$ cat config.mk
export PLATFORM = sky130hd
export DESIGN_NAME = semaphore_wait_queue_table_core
export DESIGN_NICKNAME = d
export VERILOG_FILES = /design/src/rtl/core/swq_pkg.sv /design/src/rtl/core/swq_datapath.sv /design/src/rtl/core/swq_ctrl.sv /design/src/rtl/core/semaphore_wait_queue_table_core.sv
export SDC_FILE = /design/constraint.sdc
export NUM_CORES = 2
export LEC_CHECK = 0
export BUFFER_PORTS_ARGS = -buffer_cell sky130_fd_sc_hd__buf_4
export CAP_MARGIN = 40
export CORE_MARGIN = 2
export CORE_UTILIZATION = 60
export DETAILED_ROUTE_END_ITERATION = 8
export GPL_ROUTABILITY_DRIVEN = 1
export PLACE_DENSITY = 0.76
export SETUP_SLACK_MARGIN = 0.15
export SLEW_MARGIN = 40
export SYNTH_ARGS = -nofsm -noshare
export SYNTH_HDL_FRONTEND = slang
export SYNTH_HIERARCHICAL = 1
export SYNTH_SLANG_ARGS = --single-unit
$ cat constraint.sdc
create_clock -name aclk -period 5.7 [get_ports aclk]
set_clock_uncertainty 0.15 [all_clocks]
set_input_delay 1.14 -clock aclk [delete_from_list [all_inputs] [get_ports aclk]]
set_output_delay 1.14 -clock aclk [all_outputs]
set_load 0.02 [all_outputs]
$ cat src/rtl/core/swq_pkg.sv
// ----------------------------------------------------------------------------
// swq_pkg: shared types for the semaphore wait queue table
// Command codes, status codes and the controller/datapath interface.
// ----------------------------------------------------------------------------
package swq_pkg;

    typedef enum logic [1:0] {
        CMD_BLOCK  = 2'd0,
        CMD_WAKE   = 2'd1,
        CMD_REMOVE = 2'd2,
        CMD_PEEK   = 2'd3
    } cmd_t;

    typedef enum logic [1:0] {
        ST_OK       = 2'd0,
        ST_FULL     = 2'd1,
        ST_NOTFOUND = 2'd2
    } status_t;

    typedef enum logic [3:0] {
        S_IDLE,
        S_DSCAN,
        S_DWALK,
        S_DFIX,
        S_SCAN,
        S_EXEC,
        S_OUT
    } state_t;

    // controller -> datapath
    typedef struct packed {
        logic load;      // capture the input transaction
        logic scan_wk;   // start key scan on waiting key of proc
        logic scan_in;   // start key scan on input key
        logic scan_step; // advance key scan by one descriptor
        logic walk_init; // start queue walk at head
        logic walk_step; // advance queue walk
        logic detach;    // unlink the found process
        logic exec;      // perform the command proper
    } ctl_t;

    // datapath -> controller
    typedef struct packed {
        logic scan_done;
        logic scan_hit;
        logic walk_done;
        logic walk_hit;
        logic pid_ok;
    } sts_t;

endpackage

$ cat src/rtl/core/swq_datapath.sv
// ----------------------------------------------------------------------------
// swq_datapath: descriptor tables, process link tables and scanning counters
// Key scan and queue walk each advance one entry per cycle.
// ----------------------------------------------------------------------------
module swq_datapath #(
    parameter int MAX_PROCS = 32
) (
    input  logic                aclk,
    input  logic                aresetn,
    input  swq_pkg::ctl_t       ctl,
    output swq_pkg::sts_t       sts,
    input  logic [1:0]          in_cmd,
    input  logic [31:0]         in_key,
    input  logic [4:0]          in_pid,
    output logic [1:0]          out_status,
    output logic [4:0]          out_proc
);
    import swq_pkg::*;

    localparam int IW = (MAX_PROCS > 1) ? $clog2(MAX_PROCS) : 1;
    localparam int PW = $clog2(MAX_PROCS + 1);
    localparam logic [PW-1:0] END_MARK = PW'(MAX_PROCS);

    logic [MAX_PROCS-1:0] in_use_reg, in_use_next;
    logic [31:0]   slot_key  [MAX_PROCS];
    logic [PW-1:0] slot_head [MAX_PROCS];
    logic [PW-1:0] slot_tail [MAX_PROCS];
    logic [PW-1:0] proc_next [MAX_PROCS];
    logic [31:0]   wait_key_reg [MAX_PROCS];

    logic [1:0]    cmd_reg;
    logic [31:0]   key_reg;
    logic [4:0]    pid_reg;
    logic [31:0]   skey_reg;
    logic [PW-1:0] sidx_reg;
    logic          hit_reg;
    logic [IW-1:0] slot_reg;
    logic [PW-1:0] cur_reg, prev_reg;
    logic [PW-1:0] steps_reg;
    logic          whit_reg;
    logic [1:0]    status_reg;
    logic [4:0]    res_reg;

    logic          pid_ok;
    logic [IW-1:0] pidx;
    logic [IW-1:0] sidx;
    logic          cur_ok;
    logic [IW-1:0] cidx, pvidx;
    logic [IW-1:0] free_idx;
    logic          free_ok;
    logic [1:0]    exec_status;
    logic [4:0]    exec_res;

    assign pid_ok = (32'(pid_reg) < 32'(MAX_PROCS));
    assign pidx   = IW'(pid_reg);
    assign sidx   = sidx_reg[IW-1:0];
    assign cur_ok = (cur_reg < END_MARK);
    assign cidx   = cur_reg[IW-1:0];
    assign pvidx  = prev_reg[IW-1:0];

    // lowest free descriptor (priority encoder over valid bits)
    always_comb begin
        free_idx = '0;
        free_ok  = 1'b0;
        for (int i = MAX_PROCS - 1; i >= 0; i--) begin
            if (!in_use_reg[i]) begin
                free_idx = IW'(i);
                free_ok  = 1'b1;
            end
        end
    end

    assign sts.scan_done = hit_reg || (sidx_reg >= END_MARK);
    assign sts.scan_hit  = hit_reg;
    assign sts.walk_done = whit_reg || !cur_ok || (steps_reg >= END_MARK);
    assign sts.walk_hit  = whit_reg;
    assign sts.pid_ok    = pid_ok;
    assign out_status    = status_reg;
    assign out_proc      = res_reg;

    always_comb begin
        in_use_next = in_use_reg;
        if (ctl.detach && slot_head[slot_reg] == cur_reg && proc_next[cidx] >= END_MARK
            && !(prev_reg < END_MARK))
            in_use_next[slot_reg] = 1'b0;
        if (ctl.exec) begin
            case (cmd_t'(cmd_reg))
                CMD_BLOCK: if (pid_ok && !hit_reg && free_ok) in_use_next[free_idx] = 1'b1;
                CMD_WAKE: if (hit_reg && slot_head[slot_reg] < END_MARK
                              && proc_next[slot_head[slot_reg][IW-1:0]] >= END_MARK)
                    in_use_next[slot_reg] = 1'b0;
                default: ;
            endcase
        end
    end

    // response of the command proper
    always_comb begin
        exec_status = ST_NOTFOUND;
        exec_res    = '0;
        case (cmd_t'(cmd_reg))
            CMD_BLOCK: begin
                if (pid_ok) exec_status = (hit_reg || free_ok) ? ST_OK : ST_FULL;
            end
            CMD_WAKE: begin
                if (hit_reg && slot_head[slot_reg] < END_MARK) begin
                    exec_status = ST_OK;
                    exec_res    = 5'(slot_head[slot_reg]);
                end
            end
            CMD_REMOVE: begin
                if (pid_ok && whit_reg) begin
                    exec_status = ST_OK;
                    exec_res    = pid_reg;
                end
            end
            default: begin
                if (hit_reg && slot_head[slot_reg] < END_MARK) begin
                    exec_status = ST_OK;
                    exec_res    = 5'(slot_head[slot_reg]);
                end
            end
        endcase
    end

    always_ff @(posedge aclk) begin
        if (!aresetn) begin
            in_use_reg <= '0;
            for (int i = 0; i < MAX_PROCS; i++) wait_key_reg[i] <= '0;
        end else begin
            in_use_reg <= in_use_next;
            if (ctl.exec && cmd_t'(cmd_reg) == CMD_BLOCK && pid_ok && (hit_reg || free_ok))
                wait_key_reg[pidx] <= key_reg;
        end
    end

    always_ff @(posedge aclk) begin
        if (ctl.load) begin
            cmd_reg <= in_cmd;
            key_reg <= in_key;
            pid_reg <= in_pid;
        end
        if (ctl.scan_wk || ctl.scan_in) begin
            skey_reg <= ctl.scan_wk ? wait_key_reg[pidx] : key_reg;
            sidx_reg <= '0;
            hit_reg  <= 1'b0;
        end else if (ctl.scan_step) begin
            if (in_use_reg[sidx] && slot_key[sidx] == skey_reg) begin
                hit_reg  <= 1'b1;
                slot_reg <= sidx;
            end else begin
                sidx_reg <= sidx_reg + PW'(1);
            end
        end
        if (ctl.walk_init) begin
            cur_reg   <= slot_head[slot_reg];
            prev_reg  <= END_MARK;
            steps_reg <= '0;
            whit_reg  <= 1'b0;
        end else if (ctl.walk_step) begin
            if (cur_reg == PW'(pid_reg)) begin
                whit_reg <= 1'b1;
            end else begin
                prev_reg  <= cur_reg;
                cur_reg   <= proc_next[cidx];
                steps_reg <= steps_reg + PW'(1);
            end
        end
        if (ctl.detach) begin
            if (prev_reg < END_MARK) proc_next[pvidx] <= proc_next[cidx];
            else                     slot_head[slot_reg] <= proc_next[cidx];
            if (slot_tail[slot_reg] == cur_reg) slot_tail[slot_reg] <= prev_reg;
        end
        if (ctl.exec) begin
            status_reg <= exec_status;
            res_reg    <= exec_res;
            case (cmd_t'(cmd_reg))
                CMD_BLOCK: begin
                    if (pid_ok && hit_reg) begin
                        if (slot_tail[slot_reg] < END_MARK)
                            proc_next[slot_tail[slot_reg][IW-1:0]] <= PW'(pid_reg);
                        else
                            slot_head[slot_reg] <= PW'(pid_reg);
                        slot_tail[slot_reg] <= PW'(pid_reg);
                        proc_next[pidx]     <= END_MARK;
                    end else if (pid_ok && free_ok) begin
                        slot_key[free_idx]  <= key_reg;
                        slot_head[free_idx] <= PW'(pid_reg);
                        slot_tail[free_idx] <= PW'(pid_reg);
                        proc_next[pidx]     <= END_MARK;
                    end
                end
                CMD_WAKE: begin
                    if (hit_reg && slot_head[slot_reg] < END_MARK) begin
                        slot_head[slot_reg] <= proc_next[slot_head[slot_reg][IW-1:0]];
                        if (proc_next[slot_head[slot_reg][IW-1:0]] >= END_MARK)
                            slot_tail[slot_reg] <= END_MARK;
                    end
                end
                default: ;
            endcase
        end
    end

endmodule

$ cat src/rtl/core/swq_ctrl.sv
// ----------------------------------------------------------------------------
// swq_ctrl: command sequencer
// Steps through detach, key scan and execution for one transaction.
// ----------------------------------------------------------------------------
module swq_ctrl (
    input  logic           aclk,
    input  logic           aresetn,
    input  logic           s_valid,
    output logic           s_ready,
    input  logic [1:0]     s_cmd,
    output logic           m_valid,
    input  logic           m_ready,
    input  swq_pkg::sts_t  sts,
    output swq_pkg::ctl_t  ctl
);
    import swq_pkg::*;

    state_t state_reg, state_next;
    logic [1:0] cmd_reg;

    always_ff @(posedge aclk) begin
        if (!aresetn) state_reg <= S_IDLE;
        else          state_reg <= state_next;
        if (s_valid && s_ready) cmd_reg <= s_cmd;
    end

    always_comb begin
        state_next = state_reg;
        case (state_reg)
            S_IDLE: if (s_valid) begin
                state_next = (cmd_t'(s_cmd) == CMD_BLOCK || cmd_t'(s_cmd) == CMD_REMOVE)
                             ? S_DSCAN : S_SCAN;
            end
            S_DSCAN: begin
                if (!sts.pid_ok)        state_next = S_EXEC;
                else if (sts.scan_done) state_next = sts.scan_hit ? S_DWALK
                    : (cmd_t'(cmd_reg) == CMD_BLOCK ? S_SCAN : S_EXEC);
            end
            S_DWALK: if (sts.walk_done) begin
                if (sts.walk_hit) state_next = S_DFIX;
                else state_next = (cmd_t'(cmd_reg) == CMD_BLOCK) ? S_SCAN : S_EXEC;
            end
            S_DFIX: state_next = (cmd_t'(cmd_reg) == CMD_BLOCK) ? S_SCAN : S_EXEC;
            S_SCAN: if (sts.scan_done) state_next = S_EXEC;
            S_EXEC: state_next = S_OUT;
            S_OUT:  if (m_ready) state_next = S_IDLE;
            default: state_next = S_IDLE;
        endcase
    end

    always_comb begin
        ctl     = '0;
        s_ready = (state_reg == S_IDLE);
        m_valid = (state_reg == S_OUT);
        case (state_reg)
            S_IDLE: begin
                ctl.load    = s_valid;
            end
            S_DSCAN: begin
                ctl.scan_step = 1'b1;
                ctl.walk_init = sts.scan_done;
                // old key not in the table: block goes straight to its own key
                ctl.scan_in   = sts.pid_ok && sts.scan_done && !sts.scan_hit
                                && (cmd_t'(cmd_reg) == CMD_BLOCK);
            end
            S_DWALK: begin
                ctl.walk_step = !sts.walk_done;
                ctl.scan_in   = sts.walk_done && !sts.walk_hit;
            end
            S_DFIX: begin
                ctl.detach  = 1'b1;
                ctl.scan_in = 1'b1;
            end
            S_SCAN: ctl.scan_step = 1'b1;
            S_EXEC: ctl.exec = 1'b1;
            default: ;
        endcase
        // the first scan is armed by the top level; scan_wk stays low here
        if (state_reg == S_IDLE && s_valid) begin
            ctl.scan_wk = 1'b0;
        end
    end

    // scan start signals depend on the captured command and are issued in the cycle after the load
    // (handled by the top level arming register)
endmodule

$ cat src/rtl/core/semaphore_wait_queue_table_core.sv
// ----------------------------------------------------------------------------
// semaphore_wait_queue_table_core: active semaphore list
// Table of semaphore descriptors, each with a key and a FIFO of blocked
// processes.
//
// Input channel s_*: one command transaction (cmd, sem_key, proc_id).
// Result channel m_*: one transaction (status, result_proc) per command.
// A transaction is taken only while idle; the result is held on m_* until
// accepted, after which the next command is taken.
// Sequence: peek/wake scan for the input key, one descriptor a cycle;
// block and remove first scan for the process's old key and walk up to
// MAX_PROCS links of its queue; block then scans for its input key.
// A stalled receiver simply holds the block in its output state.
// Reset (aresetn low, synchronous) frees all descriptors and clears every
// waiting key; no clearing pass is needed.
// ----------------------------------------------------------------------------
module semaphore_wait_queue_table_core #(
    parameter int MAX_PROCS = 32
) (
    input  logic        aclk,
    input  logic        aresetn,
    input  logic        s_valid,
    output logic        s_ready,
    input  logic [1:0]  s_cmd,
    input  logic [31:0] s_sem_key,
    input  logic [4:0]  s_proc_id,
    output logic        m_valid,
    input  logic        m_ready,
    output logic [1:0]  m_status,
    output logic [4:0]  m_result_proc
);
    import swq_pkg::*;

    ctl_t ctl_c, ctl;
    sts_t sts;
    logic arm_reg;
    logic blk_rem_reg;

    // first scan of a transaction: waiting key for block/remove, else input key
    always_ff @(posedge aclk) begin
        if (!aresetn) begin
            arm_reg <= 1'b0;
        end else begin
            arm_reg <= ctl_c.load;
        end
        if (ctl_c.load)
            blk_rem_reg <= (cmd_t'(s_cmd) == CMD_BLOCK || cmd_t'(s_cmd) == CMD_REMOVE);
    end

    always_comb begin
        ctl = ctl_c;
        if (arm_reg) begin
            ctl.scan_step = 1'b0;
            ctl.walk_init = 1'b0;
            ctl.scan_wk   = blk_rem_reg;
            ctl.scan_in   = !blk_rem_reg;
        end
    end

    // hold the controller in the cycle after load so the scan is armed first
    sts_t sts_c;
    always_comb begin
        sts_c = sts;
        if (arm_reg) begin
            sts_c.scan_done = 1'b0;
            sts_c.pid_ok    = 1'b1;
        end
    end

    swq_ctrl u_ctrl (
        .aclk    (aclk),
        .aresetn (aresetn),
        .s_valid (s_valid),
        .s_ready (s_ready),
        .s_cmd   (s_cmd),
        .m_valid (m_valid),
        .m_ready (m_ready),
        .sts     (sts_c),
        .ctl     (ctl_c)
    );

    swq_datapath #(.MAX_PROCS(MAX_PROCS)) u_dp (
        .aclk       (aclk),
        .aresetn    (aresetn),
        .ctl        (ctl),
        .sts        (sts),
        .in_cmd     (s_cmd),
        .in_key     (s_sem_key),
        .in_pid     (s_proc_id),
        .out_status (m_status),
        .out_proc   (m_result_proc)
    );

endmodule
Word level (Yosys, flattened, before mapping)
Memory sizes are Yosys's and may differ from the RTL's. A register that Yosys moved wholly into a read port is not among the register bits.
Index checks and enable logic that the tools add are counted.
{"block": "op_classes", "addsub": 2, "n_lt_le_gt_ge": 13, "eq_ne": 19, "mux": 169, "bitwise_logic": 12, "n_reduce_logical": 44}
{"operator": "$mux W5", "n": 44}
{"operator": "$mux W32", "n": 6}
{"operator": "$mux W1", "n": 89}
{"operator": "$mux W6", "n": 11}
{"operator": "$and A32 B32 Y32", "n": 2}
{"operator": "$pmux W32 S2", "n": 1}
{"operator": "$eq A32 B32 Y1", "n": 1}
{"operator": "$mux W4", "n": 8}
{"operator": "$not A32 Y32", "n": 1}
{"operator": "$or A32 B32 Y32", "n": 1}
{"operator": "$reduce_or A32 Y1", "n": 1}
{"operator": "$pmux W4 S7", "n": 1}
{"operator": "$ge A6 B6 Y1 const B", "n": 4}
{"operator": "$lt A6 B6 Y1 const B", "n": 4}
{"operator": "$lt A5 B6 Y1 const B", "n": 3}
{"operator": "$reduce_or A6 Y1", "n": 3}
{"operator": "$logic_and A1 B1 Y1", "n": 15}
{"operator": "$add A6 B1 Y6 const B", "n": 2}
{"operator": "$eq A4 B3 Y1 const B", "n": 3}
{"operator": "$eq A6 B6 Y1", "n": 2}
{"operator": "$demux W1 S5", "n": 2}
{"operator": "$ge A5 B1 Y1 const B", "n": 2}
{"operator": "$pmux W5 S2", "n": 1}
{"operator": "$reduce_and A2 Y1", "n": 5}
{"operator": "other kinds (22)", "n": 47}
{"block": "word_totals", "register_bits": 149, "mem_bits_rw": 2624, "out_inout_bits": 9, "word_cells": 282, "memories": 5}
{"name": "u_dp.slot_key", "words": 32, "width": 32, "rd": 1, "rd_clocked_by_memory_dff": 1, "wr": 1, "line": "swq_datapath.sv:25", "text": "logic [31:0] slot_key [MAX_PROCS];"}
{"name": "u_dp.wait_key_reg", "words": 32, "width": 32, "rd": 1, "rd_clocked_by_memory_dff": 1, "wr": 32, "line": "swq_datapath.sv:29", "text": "logic [31:0] wait_key_reg [MAX_PROCS];"}
{"name": "u_dp.proc_next", "words": 32, "width": 6, "rd": 2, "rd_clocked_by_memory_dff": 1, "wr": 2, "line": "swq_datapath.sv:28", "text": "logic [PW-1:0] proc_next [MAX_PROCS];"}
{"name": "u_dp.slot_head", "words": 32, "width": 6, "rd": 1, "rd_clocked_by_memory_dff": 1, "wr": 1, "line": "swq_datapath.sv:26", "text": "logic [PW-1:0] slot_head [MAX_PROCS];"}
{"name": "u_dp.slot_tail", "words": 32, "width": 6, "rd": 1, "rd_clocked_by_memory_dff": 1, "wr": 1, "line": "swq_datapath.sv:27", "text": "logic [PW-1:0] slot_tail [MAX_PROCS];"}

Longest topological paths before layout
{"block": "depth", "word_depth": 40, "mapped_depth": 18, "depth_no_buf": 13}

Modules after synthesis
The synthesis kept the hierarchy.
{"module": "swq_datapath", "n_inst": 1, "cells_per_inst": 8319, "area_per_inst_um2": 124560.7, "seq_area_each_um2": 80347.1}
{"module": "swq_ctrl", "n_inst": 1, "cells_per_inst": 57, "area_per_inst_um2": 434.2, "seq_area_each_um2": 120.1}
{"module": "semaphore_wait_queue_table_core", "n_inst": 1, "cells_per_inst": 11, "area_per_inst_um2": 121.4, "seq_area_each_um2": 50.0}

Worst setup path after synthesis
OpenSTA, ideal clock, no wires.
{"block": "synth_timing", "path_type": "reg-to-reg", "from": "register u_ctrl.state_reg[1]", "to": "memory u_dp.wait_key_reg[29][0], enable pin", "arrival_time_ns": 4.367, "setup_slack_ns": 0.718, "stages_incl_launch_ff": 9, "path_cell_list": "dfxtp_1 nand2b_1 nor2_1 nand2b_1 nor2_1 nand2_1 or2_2 clkbuf_1 o21ai_0"}
{"element": "start, declared", "line": "swq_ctrl.sv:18", "text": "state_t state_reg, state_next;"}
{"element": "start signal, assigned", "line": "swq_ctrl.sv:23", "text": "else state_reg <= state_next;"}
{"element": "end, declared", "line": "swq_datapath.sv:29"}

==> flow_metrics.py <==
metrics = {
    "status": {
        "outcome": "finished, final reports clean",
    },
    "floorplan": {
        "die_w_um": 461,
        "die_area_mm2": 0.212,
        "io_pins": 52,
        "initial_utilization_pct": 60.4,
        "fp.dieH_um": 461,
        "core_area_mm2": 0.207,
        "rows": 167,
    },
    "global_routing": {
        "grt_use_total_pct": 35.1,
        "grt_pass1_vias": 78500,
        "grt.overflow.total": 0,
        "grt_pass1_wl_um": 541000,
        "grt_max_degree": 281,
        "grt_antenna_before_repair": 7,
    },
    "clock_tree": {
        "cts_setup_buffers": 0,
        "cts_tree": "built",
        "htreeDepth": 5,
        "cts_root_buf": "clkbuf_16",
        "clkTransAtPathRegs_ps": 60,
        "hold_buffers": 0,
        "worstSkewPairLatency_ps": 950,
        "cts_max_path_buffers": 4,
        "cts_resized": 0,
        "numCtsBuffers": 299,
        "clock-sinks": 2792,
    },
    "timing": {
        "timing.fmax_mhz": 187,
        "hold_viol_final": 0,
        "rsz0062_at_grt": "false",
        "setup_violations": 0,
        "tightest_slew_ps": 932,
        "setup_ws_ps": 353,
        "drv_slew": 0,
        "period_needed_ps": 5350,
        "slew_headroom_pct": 37.5,
        "tns_ps": 0,
        "fin_crit_sh_pct": 93.8,
    },
    "synthesis": {
        "synth_edf_count": 2460,
        "syn_avg_cell_area_um2": 14.9,
        "synthesis.area_mm2": 0.125,
        "synth_top_area_share_pct": 59.0,
        "postSynth.asyncResetShare_pct": 0,
        "synthTopCellsByArea": "edfxtp_1 59%, mux4_2 13%, dfxtp_1 5.3%, and3_1 3.9%, mux2i_1 3.6%",
        "syn_nets": 8434,
        "yosys_warnings": 6,
        "ys_dominant_reg_cell": "edfxtp_1",
        "ys_seq_area_share_pct": 64.4,
        "synth_cell_type_count": 85,
        "yosys.area.top_type": "edfxtp_1",
        "ys_ff_latch": 2792,
        "synthCells": 8387,
    },
    "routing": {
        "wl_per_cell_um": 33.0,
        "via_count": 80300,
        "ant_nets": 0,
        "drtIter0Drc": 12900,
        "first_pass_iters": 8,
        "viasPerCell": 7.09,
        "post-route-drc-count": 0,
        "wirelength_um": 374000,
    },
    "power": {
        "p_per_area_mw_per_mm2": 356,
        "leakagePower_nw": 49.4,
        "power.total_mw": 49.6,
        "ir_worst_vdd_v": 0.000357,
    },
    "setup_path": {
        "path_max_fanout": 37,
        "path_class": "register to register",
        "required_ps": 6360,
        "startpoint_type": "register",
        "end_kind": "register",
        "arrival_ps": 6010,
    },
    "place": {
        "port_buffers": 51,
        "place_hpwl_um": 221000,
        "pre_cts_slack_ps": 395,
        "placed_cell_area_mm2": 0.130,
        "routabilityCongestion": 1.05,
    },
    "run": {
        "cap_violations": 0,
    },
    "worst_hold_path": {
        "hold_path.class": "input port to register",
    },
    "layout": {
        "syn2layout_area_growth_pct": 11.2,
        "final_area_mm2": 0.139,
        "finalNetCount": 8382,
        "drive_above_1_share_pct": 20.7,
    },
}
[synth_stat cells (6+ instances only)]
| cell type | n |
|---|---|
| a211oi_1 | 31 |
| a21o_1 | 9 |
| a21oi_1 | 256 |
| a221oi_1 | 32 |
| a22o_1 | 183 |
| a22oi_1 | 52 |
| a31oi_1 | 21 |
| a32oi_1 | 14 |
| and2_1 | 272 |
| and3_1 | 778 |
| and3b_1 | 6 |
| buf_1 | 50 |
| buf_2 | 89 |
| buf_4 | 28 |
| buf_6 | 8 |
| clkbuf_1 | 597 |
| dfxtp_1 | 332 |
| edfxtp_1 | 2460 |
| inv_1 | 66 |
| mux2_2 | 66 |
| mux2i_1 | 455 |
| mux4_2 | 709 |
| nand2_1 | 408 |
| nand2b_1 | 18 |
| nand3_1 | 109 |
| nand3b_1 | 9 |
| nand4_1 | 25 |
| nor2_1 | 574 |
| nor2b_1 | 24 |
| nor3_1 | 92 |
| nor3b_1 | 11 |
| nor4_1 | 16 |
| o21a_1 | 6 |
| o21ai_0 | 332 |
| o221a_1 | 10 |
| o221a_2 | 21 |
| o22ai_1 | 34 |
| o31a_1 | 6 |
| or2_2 | 22 |
| or3_1 | 10 |
| or4_1 | 6 |
| xnor2_1 | 31 |
| xor2_1 | 20 |
[cells by family after synthesis]
| kind of cell | synth area share (%) |
|---|---|
| AND/OR/NAND/NOR | 9.96 |
| other | 0.00600 |
| buffers and inverters | 2.78 |
| multiplexers | 17.1 |
| flip-flops | 64.4 |
| AO/OA/AOI/OAI | 5.41 |
| adder cells (fa/ha/maj) | 0.0400 |
| XOR/XNOR | 0.357 |
[per-layer routing]
metal,vias to the layer above,routed length (um),GRT usage [%]
met5,-,13,0
met4,2,18900,15.5
met3,1053,48900,8.87
met2,6279,174000,54.7
met1,40500,132000,47.3
li1,32500,-,-
[placed cells by master, fill, tap and decap left out, drive strengths merged, types with 19 or more instances in the layout]
master,count
nand3,109
mux2,72
nand2,408
o221a,31
mux2i,458
o22ai,34
nor2b,24
nand4,26
a221oi,33
a21oi,257
a31oi,21
xor2,20
nor2,576
dfxtp,332
xnor2,31
o21ai,334
a22oi,52
edfxtp,2460
nor4,19
nor3,93
and3,778
mux4,709
a22o,183
inv,74
clkinv,91
clkbuf,390
a211oi,32
buf,422
and2,272
or2,25
[critical path, cell delays in order, from the launching register on]
cell and delay (ps):
dfxtp_4 810, buf_4 540, mux4_2 570, mux4_2 470, mux2i_1 540, xnor2_1 200, nor4_2 370, nand2_1 250
nor4_4 580, and2b_1 340, mux2_1 370
[stage by stage]
stage,hold slack (ps),util (%),instances
finish,236,67.1,11300
CTS,173,67.0,11300
detailed placement,312,62.7,10800
global route,205,67.1,11300
floorplan,256,-,8387
global placement,304,62.6,10800
[final timing paths]
kind / start / end / slack, ps / cells after the start
max reg2reg: register / register / 350 / 10
min reg2reg: u_dp/slot_tail[9][5] / u_dp/slot_tail[9][5] / 330 / 1
max: register / register / 350 / 10
min: s_sem_key[4] / u_dp/key_reg[4] / 240 / 1
[where the power goes]
group	switching, mW	internal, mW	total (mW)
combinational	4.54	3.06	7.60
sequential	0.625	23.1	23.7
clock	7.80	10.5	18.3
[area by class of cell]
| cell class | instances | area (um2) |
|---|---|---|
| Antenna cell | 5 | 12.5 |
| Clock buffer | 390 | 8000 |
| Clock inverter | 113 | 920 |
| Fill cell | 13700 | 68200 |
| Inverter | 71 | 268 |
| Multi-Input combinational cell | 4749 | 41600 |
| Sequential cell | 2792 | 80600 |
| Tap cell | 2788 | 3490 |
| Timing Repair Buffer | 422 | 4220 |
(Power assumes the default switching activity.)
